--- src/sv/button_debounce_autorepeat_unit_macros.svh ---
// Assertion macros shared by the debounce/auto-repeat RTL.
// No dependencies; included by the modules that carry assertions.
`ifndef BUTTON_DEBOUNCE_AUTOREPEAT_UNIT_MACROS_SVH
`define BUTTON_DEBOUNCE_AUTOREPEAT_UNIT_MACROS_SVH

// Same-cycle implication, disabled during reset.
`define BDA_ASSERT_IMP(label, clk, rst_n, ante, cons) \
  label: assert property (@(posedge clk) disable iff (!rst_n) (ante) |-> (cons)) \
    else $error("bda assertion failed");

// Next-cycle implication, disabled during reset.
`define BDA_ASSERT_NXT(label, clk, rst_n, ante, cons) \
  label: assert property (@(posedge clk) disable iff (!rst_n) (ante) |=> (cons)) \
    else $error("bda assertion failed");

`endif

--- src/sv/bda_pkg.sv ---
// Types and constants for the debounce/auto-repeat unit.
// No dependencies; imported by bda_fsm and the top level.
package bda_pkg;

  localparam int unsigned CntW = 6;
  localparam int unsigned CfgIdxW = 3;
  localparam logic [CntW-1:0] CntMax = 6'd63;

  typedef enum logic [CfgIdxW-1:0] {
    REG_PRESS_BOUNCE   = 3'd0,
    REG_RELEASE_BOUNCE = 3'd1,
    REG_POLL_INTERVAL  = 3'd2,
    REG_HOLD_REPEAT    = 3'd3,
    REG_REPEAT_PERIOD  = 3'd4
  } cfg_reg_t;

  localparam logic OP_PRESS = 1'b0;
  localparam logic OP_TICK  = 1'b1;

  localparam logic [CntW-1:0] PressBounceRst   = 6'd4;
  localparam logic [CntW-1:0] ReleaseBounceRst = 6'd4;
  localparam logic [CntW-1:0] PollIntervalRst  = 6'd2;
  localparam logic [CntW-1:0] HoldRepeatRst    = 6'd20;
  localparam logic [CntW-1:0] RepeatPeriodRst  = 6'd11;

  typedef struct packed {
    logic operation;
    logic button_id;
    logic still_pressed;
  } in_item_t;

  typedef struct packed {
    logic repeat_left;
    logic repeat_right;
    logic rearm;
    logic busy_res;
  } out_item_t;

  typedef struct packed {
    logic [CntW-1:0] press_bounce_ticks;
    logic [CntW-1:0] release_bounce_ticks;
    logic [CntW-1:0] poll_interval_ticks;
    logic [CntW-1:0] hold_before_repeat;
    logic [CntW-1:0] repeat_period_ticks;
  } cfg_t;

endpackage

--- src/sv/button_debounce_autorepeat_unit.sv ---
// Top level of the push-button debounce/auto-repeat unit.
// Depends on bda_pkg, bda_fsm and button_debounce_autorepeat_unit_macros.svh.
//
// Takes one press or tick transaction per clock while in_stall is low and
// returns exactly one result transaction for each. The phase update is a single
// register stage in bda_fsm; results go to an output register backed by a
// one-entry skid register, so input is accepted every cycle and in_stall rises
// only once a stalled output has both the output and skid registers full. Write
// configuration only while no result is outstanding.
`include "button_debounce_autorepeat_unit_macros.svh"
module button_debounce_autorepeat_unit (
  input  logic                           clk,
  input  logic                           rst_n,
  input  logic                           in_valid,
  output logic                           in_stall,
  input  bda_pkg::in_item_t              in_data,
  output logic                           out_valid,
  input  logic                           out_stall,
  output bda_pkg::out_item_t             out_data,
  input  logic                           cfg_we,
  input  logic [bda_pkg::CfgIdxW-1:0]    cfg_index,
  input  logic [bda_pkg::CntW-1:0]       cfg_data
);
  import bda_pkg::*;

  cfg_t      cfg_r;
  out_item_t step_res;
  out_item_t out_r, out_nxt;
  out_item_t skid_r, skid_nxt;
  logic      out_valid_r, out_valid_nxt;
  logic      skid_valid_r, skid_valid_nxt;
  logic      in_accept;

  assign in_stall  = skid_valid_r;
  assign in_accept = in_valid && !skid_valid_r;
  assign out_valid = out_valid_r;
  assign out_data  = out_r;

  bda_fsm u_fsm (
    .clk       (clk),
    .rst_n     (rst_n),
    .step_en   (in_accept),
    .step_item (in_data),
    .cfg       (cfg_r),
    .step_res  (step_res)
  );

  always_ff @(posedge clk) begin
    if (!rst_n) begin
      cfg_r.press_bounce_ticks   <= PressBounceRst;
      cfg_r.release_bounce_ticks <= ReleaseBounceRst;
      cfg_r.poll_interval_ticks  <= PollIntervalRst;
      cfg_r.hold_before_repeat   <= HoldRepeatRst;
      cfg_r.repeat_period_ticks  <= RepeatPeriodRst;
    end else if (cfg_we) begin
      unique case (cfg_index)
        REG_PRESS_BOUNCE:   cfg_r.press_bounce_ticks   <= cfg_data;
        REG_RELEASE_BOUNCE: cfg_r.release_bounce_ticks <= cfg_data;
        REG_POLL_INTERVAL:  cfg_r.poll_interval_ticks  <= cfg_data;
        REG_HOLD_REPEAT:    cfg_r.hold_before_repeat   <= cfg_data;
        REG_REPEAT_PERIOD:  cfg_r.repeat_period_ticks  <= cfg_data;
        default: ;
      endcase
    end
  end

  always_comb begin
    out_nxt        = out_r;
    skid_nxt       = skid_r;
    out_valid_nxt  = out_valid_r;
    skid_valid_nxt = skid_valid_r;
    if (!out_valid_r || !out_stall) begin
      out_nxt        = skid_valid_r ? skid_r : step_res;
      out_valid_nxt  = skid_valid_r || in_accept;
      skid_valid_nxt = 1'b0;
    end else if (in_accept) begin
      skid_nxt       = step_res;
      skid_valid_nxt = 1'b1;
    end
  end

  always_ff @(posedge clk) begin
    out_r  <= out_nxt;
    skid_r <= skid_nxt;
    if (!rst_n) begin
      out_valid_r  <= 1'b0;
      skid_valid_r <= 1'b0;
    end else begin
      out_valid_r  <= out_valid_nxt;
      skid_valid_r <= skid_valid_nxt;
    end
  end

  `BDA_ASSERT_IMP(a_skid_behind_out, clk, rst_n, skid_valid_r, out_valid_r)
  `BDA_ASSERT_NXT(a_stalled_fill_skid, clk, rst_n,
                  out_valid_r && out_stall && in_accept, skid_valid_r)

endmodule

--- src/sv/bda_fsm.sv ---
// Phase machine and saturating counters of the debounce/auto-repeat unit.
// Depends on bda_pkg and button_debounce_autorepeat_unit_macros.svh.
`include "button_debounce_autorepeat_unit_macros.svh"
module bda_fsm (
  input  logic              clk,
  input  logic              rst_n,
  input  logic              step_en,
  input  bda_pkg::in_item_t step_item,
  input  bda_pkg::cfg_t     cfg,
  output bda_pkg::out_item_t step_res
);
  import bda_pkg::*;

  typedef enum logic [1:0] {
    PH_IDLE    = 2'd0,
    PH_PRESS   = 2'd1,
    PH_POLL    = 2'd2,
    PH_RELEASE = 2'd3
  } phase_t;

  phase_t          phase_r, phase_nxt;
  logic            handling_r, handling_nxt;
  logic            held_r, held_nxt;
  logic [CntW-1:0] phase_ticks_r, phase_ticks_nxt;
  logic [CntW-1:0] repeat_ticks_r, repeat_ticks_nxt;
  logic            repeating_r, repeating_nxt;
  logic            rep, rearm;

  always_comb begin
    phase_nxt        = phase_r;
    handling_nxt     = handling_r;
    held_nxt         = held_r;
    phase_ticks_nxt  = phase_ticks_r;
    repeat_ticks_nxt = repeat_ticks_r;
    repeating_nxt    = repeating_r;
    rep              = 1'b0;
    rearm            = 1'b0;
    if (step_item.operation == OP_PRESS) begin
      if (!handling_r) begin
        held_nxt        = step_item.button_id;
        handling_nxt    = 1'b1;
        phase_ticks_nxt = '0;
        phase_nxt       = PH_PRESS;
      end
    end else if (handling_r) begin
      if (phase_ticks_r != CntMax) phase_ticks_nxt = phase_ticks_r + 1'b1;
      if (repeat_ticks_r != CntMax) repeat_ticks_nxt = repeat_ticks_r + 1'b1;
      unique case (phase_r)
        PH_IDLE: begin
          phase_ticks_nxt = '0;
          phase_nxt       = PH_PRESS;
        end
        PH_PRESS: begin
          if (phase_ticks_nxt >= cfg.press_bounce_ticks) begin
            phase_ticks_nxt = '0;
            phase_nxt       = PH_POLL;
          end
        end
        PH_POLL: begin
          if (phase_ticks_nxt >= cfg.poll_interval_ticks) begin
            if (!step_item.still_pressed) begin
              phase_ticks_nxt  = '0;
              repeat_ticks_nxt = '0;
              repeating_nxt    = 1'b0;
              phase_nxt        = PH_RELEASE;
            end
            if (repeat_ticks_nxt == cfg.hold_before_repeat) begin
              repeat_ticks_nxt = '0;
              repeating_nxt    = 1'b1;
              rep              = 1'b1;
            end
            if (repeating_nxt && repeat_ticks_nxt == cfg.repeat_period_ticks) begin
              repeat_ticks_nxt = '0;
              rep              = 1'b1;
            end
          end
        end
        PH_RELEASE: begin
          if (phase_ticks_nxt >= cfg.release_bounce_ticks) begin
            rearm           = 1'b1;
            handling_nxt    = 1'b0;
            phase_nxt       = PH_IDLE;
            phase_ticks_nxt = '0;
          end
        end
        default: phase_nxt = PH_IDLE;
      endcase
    end
  end

  always_comb begin
    step_res.repeat_left  = rep & ~held_nxt;
    step_res.repeat_right = rep & held_nxt;
    step_res.rearm        = rearm;
    step_res.busy_res     = handling_nxt;
  end

  always_ff @(posedge clk) begin
    if (!rst_n) begin
      phase_r        <= PH_IDLE;
      handling_r     <= 1'b0;
      held_r         <= 1'b0;
      phase_ticks_r  <= '0;
      repeat_ticks_r <= '0;
      repeating_r    <= 1'b0;
    end else if (step_en) begin
      phase_r        <= phase_nxt;
      handling_r     <= handling_nxt;
      held_r         <= held_nxt;
      phase_ticks_r  <= phase_ticks_nxt;
      repeat_ticks_r <= repeat_ticks_nxt;
      repeating_r    <= repeating_nxt;
    end
  end

  `BDA_ASSERT_IMP(a_idle_when_free, clk, rst_n, !handling_r,
                  phase_r == PH_IDLE && phase_ticks_r == '0)
  `BDA_ASSERT_NXT(a_rearm_goes_idle, clk, rst_n, step_en && step_res.rearm,
                  phase_r == PH_IDLE && !handling_r)
  `BDA_ASSERT_NXT(a_idle_tick_holds, clk, rst_n,
                  step_en && step_item.operation == OP_TICK && !handling_r,
                  $stable(repeat_ticks_r) && $stable(repeating_r))

endmodule

--- config.mk ---
export PLATFORM = sky130hd
export DESIGN_NAME = button_debounce_autorepeat_unit
export DESIGN_NICKNAME = d
export VERILOG_FILES = /design/src/sv/bda_pkg.sv /design/src/sv/button_debounce_autorepeat_unit.sv /design/src/sv/bda_fsm.sv
export VERILOG_INCLUDE_DIRS = /design/src /design/src/sv
export SDC_FILE = /design/constraint.sdc
export NUM_CORES = 1
export LEC_CHECK = 0
export BUFFER_PORTS_ARGS = -buffer_cell sky130_fd_sc_hd__buf_4
export CORE_ASPECT_RATIO = 1.25
export CORE_MARGIN = 8
export CORE_UTILIZATION = 50
export DETAILED_ROUTE_END_ITERATION = 16
export PLACE_DENSITY_LB_ADDON = 0.25
export SKIP_CTS_REPAIR_TIMING = 1
export SLEW_MARGIN = 20
export SYNTH_ARGS = -nofsm -noshare
export SYNTH_HDL_FRONTEND = slang
export SYNTH_HIERARCHICAL = 1
export SYNTH_SLANG_ARGS = --single-unit
--- constraint.sdc ---
create_clock -name clk -period 3.7 [get_ports clk]
set_clock_uncertainty 0.05 [all_clocks]
set_input_delay 0.925 -clock clk [delete_from_list [all_inputs] [get_ports clk]]
set_output_delay 0.925 -clock clk [all_outputs]
set_load 0.03 [all_outputs]
==> results of run 1 <==
-- critical path, stage by stage (launching register included) --
cell and delay [ns]:
dfxtp_1 0.38, ha_1 0.20, and2_1 0.19, nand4_1 0.27, mux2_2 0.41, ha_1 0.29, a21o_1 0.15, a21o_1 0.16
a21o_1 0.18, a21o_1 0.17, a21oi_1 0.21, o21ai_0 0.27, a221o_1 0.39, a21oi_1 0.13
-- layout by cell type (no fill, tap or decap), types with 3 or more instances in the layout --
master    count
a211oi_1      4
a21o_1       19
a21oi_1      16
a31oi_1       4
a32oi_1       4
and2_1        3
and3_1        6
buf_4        30
clkbuf_8     11
dfxtp_1      48
edfxtp_1      8
ha_1         26
inv_1        28
mux2_2        5
mux2i_1      34
nand2_1      56
nand2b_1      7
nand3_1      10
nand4_1       4
nor2_1       21
nor2b_1      16
nor3_1        4
nor3b_1       4
o21ai_0       6
o31ai_1       6
xnor2_1       5
xor2_1        3
-- state kept, by name, indices dropped and copies added (netlist names) --
register	flops
cfg_r	30
in_stall	1
out_data	4
out_valid	1
skid_r	4
u_fsm/handling_r	1
u_fsm/held_r	1
u_fsm/phase_r	2
u_fsm/phase_ticks_r	6
u_fsm/repeat_ticks_r	6
u_fsm/repeating_r	1
-- cell type report --
type	count	area, µm²	area share (%)
clock buffer	13	159	3.83
tap	92	115	2.77
inverter	28	105	2.53
timing repair buffer	30	225	5.43
sequential	57	1220	29.5
multi-input combinational	313	2280	55.0
clock inverter	3	40.0	0.965
-- metrics by stage --
step | util (%) | hold WS, ns | cell area, µm²
floorplan | - | 0.385 | 3690
global placement | 54.1 | 0.395 | 3930
detailed placement | 54.1 | 0.405 | 3930
CTS | 56.8 | 0.414 | 4130
global route | 57.1 | 0.434 | 4150
finish | 57.1 | 0.409 | 4150
-- power by group through the flow --
stage / Combinational, µW / Sequential [µW] / Clock (µW)
after floorplan: 91.5 / 671 / 0
after global placement: 139 / 667 / 0
after detailed placement: 142 / 668 / 0
after CTS: 143 / 654 / 597
after global routing: 156 / 656 / 625
final: 143 / 654 / 584
-- worst paths after layout --
check	startpoint	end	slack, ns	cells after the start
worst max-delay path	u_fsm/phase_ticks_r[1]	u_fsm/phase_ticks_r[3]	0.17	13
worst min-delay path	cfg_r[29]	cfg_r[29]	0.41	2
worst max register to register	u_fsm/phase_ticks_r[1]	u_fsm/phase_ticks_r[3]	0.17	13
worst min register to register	cfg_r[29]	cfg_r[29]	0.41	2
-- kinds of logic after synthesis --
logic type	count (synthesis)	synth area share [%]
compound gates	86	17.1
xor+xnor	9	2.13
fa+ha+maj	26	8.81
buf+inv	48	5.45
flops	57	33.1
mux	39	10.7
simple gates	153	22.7
-- layer usage --
| layer | wire length (µm) | track usage (%) |
|---|---|---|
| met3 | 315 | 3.20 |
| met1 | 3690 | 18.9 |
| met5 | 0 | 0 |
| met4 | 185 | 7.44 |
| met2 | 4400 | 29.7 |
==> reports/results.ini, run 1 <==
[cts]
worstSkewPairLatency_ns=0.32
clk_pin_slew_ns=0.06
clock-root-buffer=clkbuf_8
numCtsBuffers=9
h-tree-depth=3
cts_tree=done
clk_path_buf_depth=2
cts.sinks=57

[placement]
io_buffers=22
dp_cells=519
place_ws_ns=0.140
hpwlAfterDp_mm=6.47
gp_congestion=0.895

[logic_synthesis]
synth-seq-cells=57
yosysSeqAreaShare_pct=33.1
synth_most_common_cell=nand2_1
syn_area_per_cell_um2=8.84
ys.flop_type=dfxtp_1
ys_warn_count=6
syn-num-nets=461
synth_edf_count=8
yosysTopAreaCellShare_pct=26.6
async_flop_share_pct=0
synth_area_mm2=0.00369
synth.area.top_cells=dfxtp_1 27%, mux2i_1 9.2%, ha_1 8.8%
synth_common_cells=56 x nand2_1, 49 x dfxtp_1, 34 x mux2i_1, 28 x inv_1, 26 x ha_1
synth.distinct_cells=63
yosysTopAreaCell=dfxtp_1
netlist_instances=418

[floorplanning]
fp.dieW_um=92.9
coreArea_mm2=0.00727
die_area_mm2=0.0104
die_y_um=112
start_util_pct=50.8
std_cell_rows=35
io-pin-count=23

[global_route]
grt_max_degree=50
grt_use_total_pct=16.8
grt_pass1_vias=3095
grt_overflow=0
antenna_found_initial=0
grt_pass1_wl_mm=14.4

[timing]
layout_setup_ws_ns=0.170
finalSetupTns_ns=0
drv_slew=0
hold_viol=0
setup_viol=0
fmax_mhz=283
final.period_utilization_pct=95.4
period_needed_ns=3.53
worst-slew-pin-transition_ns=0.652
max_slew_margin_pct=56.1

[power]
clockPowerShare_pct=42.3
combPwrFrac_pct=10.4
total_power_uw=1380
cell_internal_pwr_uw=1050
leakagePower_uw=0.00185
pwr-share-seq_pct=47.4
swShare_pct=24.2
p_sw_uw=335
powerDensity_mw_per_mm2=333
ir_worst_vdd_mv=0.260

[critical_path]
cp.required_ns=3.90
worst-path-max-fanout=6
arrival_ns=3.73
worstSetupStartpointType=flip-flop
crit_path_end_kind=flip-flop
crit_type=flip-flop to flip-flop

[routing]
drcViolationCount=0
wl_per_cell_um=16.0
num_vias=3125
first_pass_iters=4
viasPerCell=5.83
drt_iter0_drc=143
ant_nets=0
drt_wl_total_mm=8.59

[finish]
num-fill-cells=667
synthToLayoutAreaGrowth_pct=12.4
drive_above_1_share_pct=14.2
diodes=0
layout.nets=482
final_cells=536

[job]
drv_cap=0

[status]
outcome=completed

[worst_hold_path]
hp-class=flip-flop to flip-flop

(Power assumes the default switching activity.)
==> run 2: changes to the inputs <==
--- a/config.mk
+++ b/config.mk
@@ -9,7 +9,7 @@
 export BUFFER_PORTS_ARGS = -buffer_cell sky130_fd_sc_hd__buf_4
 export CORE_ASPECT_RATIO = 1.25
 export CORE_MARGIN = 8
-export CORE_UTILIZATION = 50
+export CORE_UTILIZATION = 26
 export DETAILED_ROUTE_END_ITERATION = 16
 export PLACE_DENSITY_LB_ADDON = 0.25
 export SKIP_CTS_REPAIR_TIMING = 1
==> run 2 against run 1 <==
Effect of this change:
- global-route usage is 6.3 points lower
- sequential power hardly changed
- critical path depth is 2 lower
- die area grew 76%
- critical endpoint is now out_data[2]
- cell count is 16% higher
- clock-buffer cell count unchanged
- worst setup slack better by 0.093 ns
- worst hold slack got worse by 0.0022 ns
- first-iteration DRC count down 24%
- core utilization decreased by 26 points
- total power grew 18%
- non-clock buffer count increased by 1
==> reports/results.ini, run 2 (synthesized netlist as in run 1, its figures left out) <==
[worst_hold_path]
holdPathStages=2  ; unchanged
hp-class=flip-flop to flip-flop  ; unchanged

[finish]
largestRegisters=cfg_r (30), u_fsm/phase_ticks_r (6), u_fsm/repeat_ticks_r (6)  ; unchanged
largest_reg_flops=30  ; unchanged
synthToLayoutAreaGrowth_pct=18.3  ; was 12.4%
final_util_pct=31.5  ; was 57.1%
max_flop_register=cfg_r  ; unchanged
drive_above_1_share_pct=14.8  ; was 14.2%
final_common_cell=nand2_1  ; unchanged
layout.nets=483  ; was 482
diodes=0  ; unchanged
mostFrequentLayoutCells=56 x nand2_1, 48 x dfxtp_1, 34 x mux2i_1  ; unchanged

[global_route]
grt_pass1_wl_mm=15.1  ; was 14.4 mm
grt_pass1_vias=3033  ; was 3095
grt_max_degree=50  ; unchanged
grt_overflow=0  ; unchanged
grt_use_total_pct=10.5  ; was 16.8%
antenna_found_initial=0  ; unchanged

[routing]
drcViolationCount=0  ; unchanged
first_pass_iters=5  ; was 4
ant_nets=0  ; unchanged
viasPerCell=4.95  ; was 5.83
num_vias=3071  ; was 3125
drt_iter0_drc=109  ; was 143
wl_per_cell_um=14.8  ; was 16.0 µm
drt_wl_total_mm=9.18  ; was 8.59 mm

[floorplanning]
coreArea_mm2=0.0139  ; was 0.00727 mm²
die_area_mm2=0.0183  ; was 0.0104 mm²
start_util_pct=26.6  ; was 50.8%
std_cell_rows=48  ; was 35
fp.dieW_um=123  ; was 92.9 µm
die_y_um=149  ; was 112 µm
io-pin-count=23  ; unchanged

[timing]
hold_ws_ns=0.407  ; was 0.409 ns
setup_viol=0  ; unchanged
fmax_mhz=291  ; was 283 MHz
hold_viol=0  ; unchanged
final.period_utilization_pct=92.9  ; was 95.4%
rsz0062_at_grt=no
worst-slew-pin-transition_ns=0.592  ; was 0.652 ns
period_needed_ns=3.44  ; was 3.53 ns
drv_slew=0  ; unchanged
finalSetupTns_ns=0  ; unchanged
max_slew_margin_pct=60.4  ; was 56.1%

[cts]
clock-root-buffer=clkbuf_16  ; was clkbuf_8
clk_pin_slew_ns=0.05  ; was 0.06 ns
numCtsBuffers=9  ; unchanged
cts_tree=done  ; unchanged
h-tree-depth=3  ; unchanged
worstSkewPairLatency_ns=0.32  ; about the same
cts.sinks=57  ; unchanged
clk_path_buf_depth=2  ; unchanged

[power]
ir_worst_vdd_mv=0.144  ; was 0.260 mV
powerDensity_mw_per_mm2=372  ; was 333 mW/mm²
leakagePower_uw=0.00190  ; was 0.00185 µW

[placement]
gp_congestion=0.837  ; was 0.895
io_buffers=22  ; unchanged
hpwlAfterDp_mm=7.05  ; was 6.47 mm

[critical_path]
worst-path-max-fanout=6  ; unchanged
cp.required_ns=3.84  ; was 3.90 ns
crit_path_end_kind=flip-flop  ; unchanged
arrival_ns=3.58  ; was 3.73 ns
crit_type=flip-flop to flip-flop  ; unchanged
worstSetupStartpointType=flip-flop  ; unchanged
reg2reg_depth=11  ; was 13

[status]
outcome=completed  ; unchanged

[job]
drv_cap=0  ; unchanged

[run 2: routing by layer]
| metal | GRT usage (%) | up-vias | routed length, µm |
|---|---|---|---|
| li1 | - | 1548 | - |
| met1 | 11.3 | 1465 | 3980 |
| met2 | 19.1 | 46 | 4810 |
| met3 | 2.50 | 12 | 211 |
| met4 | 4.03 | 0 | 184 |
| met5 | 0 | - | 0 |
[run 2: worst paths after layout]
kind / start / to / slack, ns
worst max-delay path: u_fsm/repeat_ticks_r[0] / out_data[2] / 0.26
worst min-delay path: cfg_r[28] / cfg_r[28] / 0.41
worst max register to register: u_fsm/repeat_ticks_r[0] / out_data[2] / 0.26
worst min register to register: cfg_r[28] / cfg_r[28] / 0.41
[run 2: per-stage QoR]
step	setup WS (ns)	std cells	power, µW	cell area, µm²
detailed placement	0.151	603	812	4040
floorplan	0.158	418	762	3690
global placement	0.205	603	810	4040
CTS	0.143	619	1640	4340
global route	0.0688	620	1690	4370
finish	0.262	620	1620	4370
[run 2: layout make-up]
cell class | instances | area (µm²)
multi-input combinational | 313 | 2290
timing repair buffer | 31 | 233
tap | 175 | 219
clock inverter | 3 | 40.0
fill | 1442 | 9500
clock buffer | 13 | 260
sequential | 57 | 1220
inverter | 28 | 105
[run 2: where the power goes]
| group | switching, µW | internal (µW) | total [µW] |
|---|---|---|---|
| combinational | 85.9 | 59.0 | 145 |
| clock | 270 | 555 | 824 |
| sequential | 12.1 | 643 | 656 |
| total | 368 | 1260 | 1620 |
[run 2: worst max-delay path: stages (launching register included)]
cell and delay [ns]:
dfxtp_1 0.33, ha_1 0.29, and3_1 0.28, a41oi_1 0.13
or3b_1 0.41, o31a_1 0.16, or4_4 0.52, a221oi_2 0.32
nand4_2 0.18, a211o_1 0.35, nor2_1 0.14, mux2_2 0.17
==> run 3: changes to the inputs <==
==> constraint.sdc (replaced) <==
create_clock -name clk -period 3.78 [get_ports clk]
set_clock_uncertainty 0.05 [all_clocks]
set_input_delay 0.945 -clock clk [delete_from_list [all_inputs] [get_ports clk]]
set_output_delay 0.945 -clock clk [all_outputs]
set_load 0.03 [all_outputs]
==> run 3 against run 2 <==
Effect of this change:
- routed wire length up 0.98%
- sequential power is 2% lower
- worst setup slack worse by 0.012 ns
- non-clock buffer count down 2
- register-to-register slack barely moved
- global-route usage is 0.051 points higher
- worst hold slack improved by 0.0044 ns
- die area unchanged
- cell count down 0.32%
- fmax down 2.6%
==> reports/results.ini, run 3 (synthesized netlist as in run 1, its figures left out) <==
[global_route]
antenna_found_initial=0  ; unchanged
grt_use_total_pct=10.5  ; about the same
grt_pass1_vias=3013  ; was 3033
grt_overflow=0  ; unchanged
grt_max_degree=49  ; was 50
grt_pass1_wl_mm=15.1  ; about the same

[finish]
synthToLayoutAreaGrowth_pct=18.5  ; was 18.3%
final_cells=618  ; was 620
largestRegisters=cfg_r (30), u_fsm/phase_ticks_r (6), u_fsm/repeat_ticks_r (6)  ; unchanged
largest_reg_flops=30  ; unchanged
final_util_pct=31.5  ; about the same
mostFrequentLayoutCells=56 x nand2_1, 48 x dfxtp_1, 34 x mux2i_1  ; unchanged
max_flop_register=cfg_r  ; unchanged
final_area_mm2=0.00438  ; was 0.00437 mm²
layout.nets=481  ; was 483
num-fill-cells=1456  ; was 1442
final_common_cell=nand2_1  ; unchanged
diodes=0  ; unchanged
drive_above_1_share_pct=14.0  ; was 14.8%

[floorplanning]
start_util_pct=26.6  ; unchanged
die_y_um=149  ; unchanged
std_cell_rows=48  ; unchanged
coreArea_mm2=0.0139  ; unchanged
io-pin-count=23  ; unchanged
die_area_mm2=0.0183  ; unchanged
fp.dieW_um=123  ; unchanged

[cts]
clk_path_buf_depth=2  ; unchanged
cts_tree=done  ; unchanged
numCtsBuffers=9  ; unchanged
worstSkewPairLatency_ns=0.32  ; about the same
clock-root-buffer=clkbuf_16  ; unchanged
cts.sinks=57  ; unchanged
h-tree-depth=3  ; unchanged
clk_pin_slew_ns=0.05  ; about the same

[status]
outcome=completed  ; unchanged

[routing]
wl_per_cell_um=15.0  ; was 14.8 µm
viasPerCell=4.88  ; was 4.95
drt_wl_total_mm=9.27  ; was 9.18 mm
num_vias=3018  ; was 3071
ant_nets=0  ; unchanged
drt_iter0_drc=105  ; was 109
drcViolationCount=0  ; unchanged
first_pass_iters=4  ; was 5

[timing]
final.period_utilization_pct=93.4  ; was 92.9%
hold_viol=0  ; unchanged
rsz0062_at_grt=no  ; unchanged
worst-slew-pin-transition_ns=0.620  ; was 0.592 ns
drv_slew=0  ; unchanged
setup_viol=0  ; unchanged
max_slew_margin_pct=58.5  ; was 60.4%
period_needed_ns=3.53  ; was 3.44 ns
finalSetupTns_ns=0  ; unchanged
fmax_mhz=283  ; was 291 MHz

[placement]
place_area_mm2=0.00403  ; was 0.00404 mm²
io_buffers=22  ; unchanged
dp_cells=601  ; was 603
gp_congestion=0.847  ; was 0.837
hpwlAfterDp_mm=7.09  ; was 7.05 mm

[critical_path]
arrival_ns=3.69  ; was 3.58 ns
cp_slowest_stage_delay_ns=0.37  ; was 0.52 ns
cp.required_ns=3.94  ; was 3.84 ns
crit_type=flip-flop to flip-flop  ; unchanged
crit_buf_inv=1  ; was 0
crit_chain=ha_1, and2_1, nand4_1, xnor2_2, buf_4, ha_1, nand2b_1, a21o_1, a21o_1, a21o_1, a21o_1, a211oi_1, o21ai_0, a31o_2, o211a_1  ; was ha_1, and3_1, a41oi_1, or3b_1, o31a_1, or4_4, a221oi_2, nand4_2, a211o_1, nor2_1, mux2_2
crit_path_end_kind=flip-flop  ; unchanged
cp_top_family=compound AO/OA/AOI/OAI gates  ; was simple AND/OR/NAND/NOR gates
critical-path-slowest-cell=dfxtp_1  ; was or4_4
cp_common_cell=a21o_1
worst-path-max-fanout=5  ; was 6
worstSetupStartpointType=flip-flop  ; unchanged

[power]
powerDensity_mw_per_mm2=378  ; was 372 mW/mm²
leakagePower_uw=0.00190  ; about the same
ir_worst_vdd_mv=0.187  ; was 0.144 mV

[job]
drv_cap=0  ; unchanged

[worst_hold_path]
hp-class=flip-flop to flip-flop  ; unchanged

==> run 3: cell count changes in the layout (fill, tap and decap cells not counted) <==
cell / change
clkbuf_8: +1
a211oi_1: +1
nor2_1: +1
a211oi_2: -1
clkinv_2: -2
clkbuf_16: +1
buf_4: -2
nor2_2: -1
==> run 3: path summary, 6_finish.rpt <==
check,cells past startpoint,slack (ns),end,startpoint
max,15,0.25,u_fsm/phase_r[0],u_fsm/phase_ticks_r[1]
min,2,0.41,cfg_r[28],cfg_r[28]
max reg2reg,15,0.25,u_fsm/phase_r[0],u_fsm/phase_ticks_r[1]
min reg2reg,2,0.41,cfg_r[28],cfg_r[28]
==> run 3: layer usage <==
metal	track usage (%)	wire [µm]	share of wire, %
met1	11.1	4050	44
met2	19.3	4830	52
met3	2.46	154	1.7
met4	4.52	232	2.5
met5	0	0	0
==> run 3: worst min-delay path: cells and delay by family, from the launching register on <==
family,cells,cell delay (ns)
flip-flops,1,0.31
multiplexers,1,0.05
AND/OR/NAND/NOR,1,0.05
==> run 3: report_power, final <==
part	internal, µW	leakage [µW]	switching, µW
Clock	604	0.000161	269
Combinational	57.4	0.00125	83.8
Sequential	630	0.000483	12.0
Total	1290	0.00190	365
==> run 3: final cells by class <==
class / instances / area (µm²) / area share, %
inverters: 28 / 105 / 2.40
flip-flops and latches: 57 / 1220 / 27.9
repair buffers: 29 / 218 / 4.98
well taps: 175 / 219 / 5.00
multi-input cells: 313 / 2280 / 52.2
clock inverters: 1 / 30.0 / 0.686
clock buffers: 15 / 299 / 6.83
==> run 3: stage by stage <==
step / hold WS, ns / setup slack (ns) / power [µW]
floorplan: 0.385 / 0.238 / 746
global route: 0.430 / 0.0221 / 1710
detailed placement: 0.405 / 0.187 / 795
finish: 0.411 / 0.250 / 1660
CTS: 0.414 / 0.199 / 1670
global placement: 0.395 / 0.249 / 794
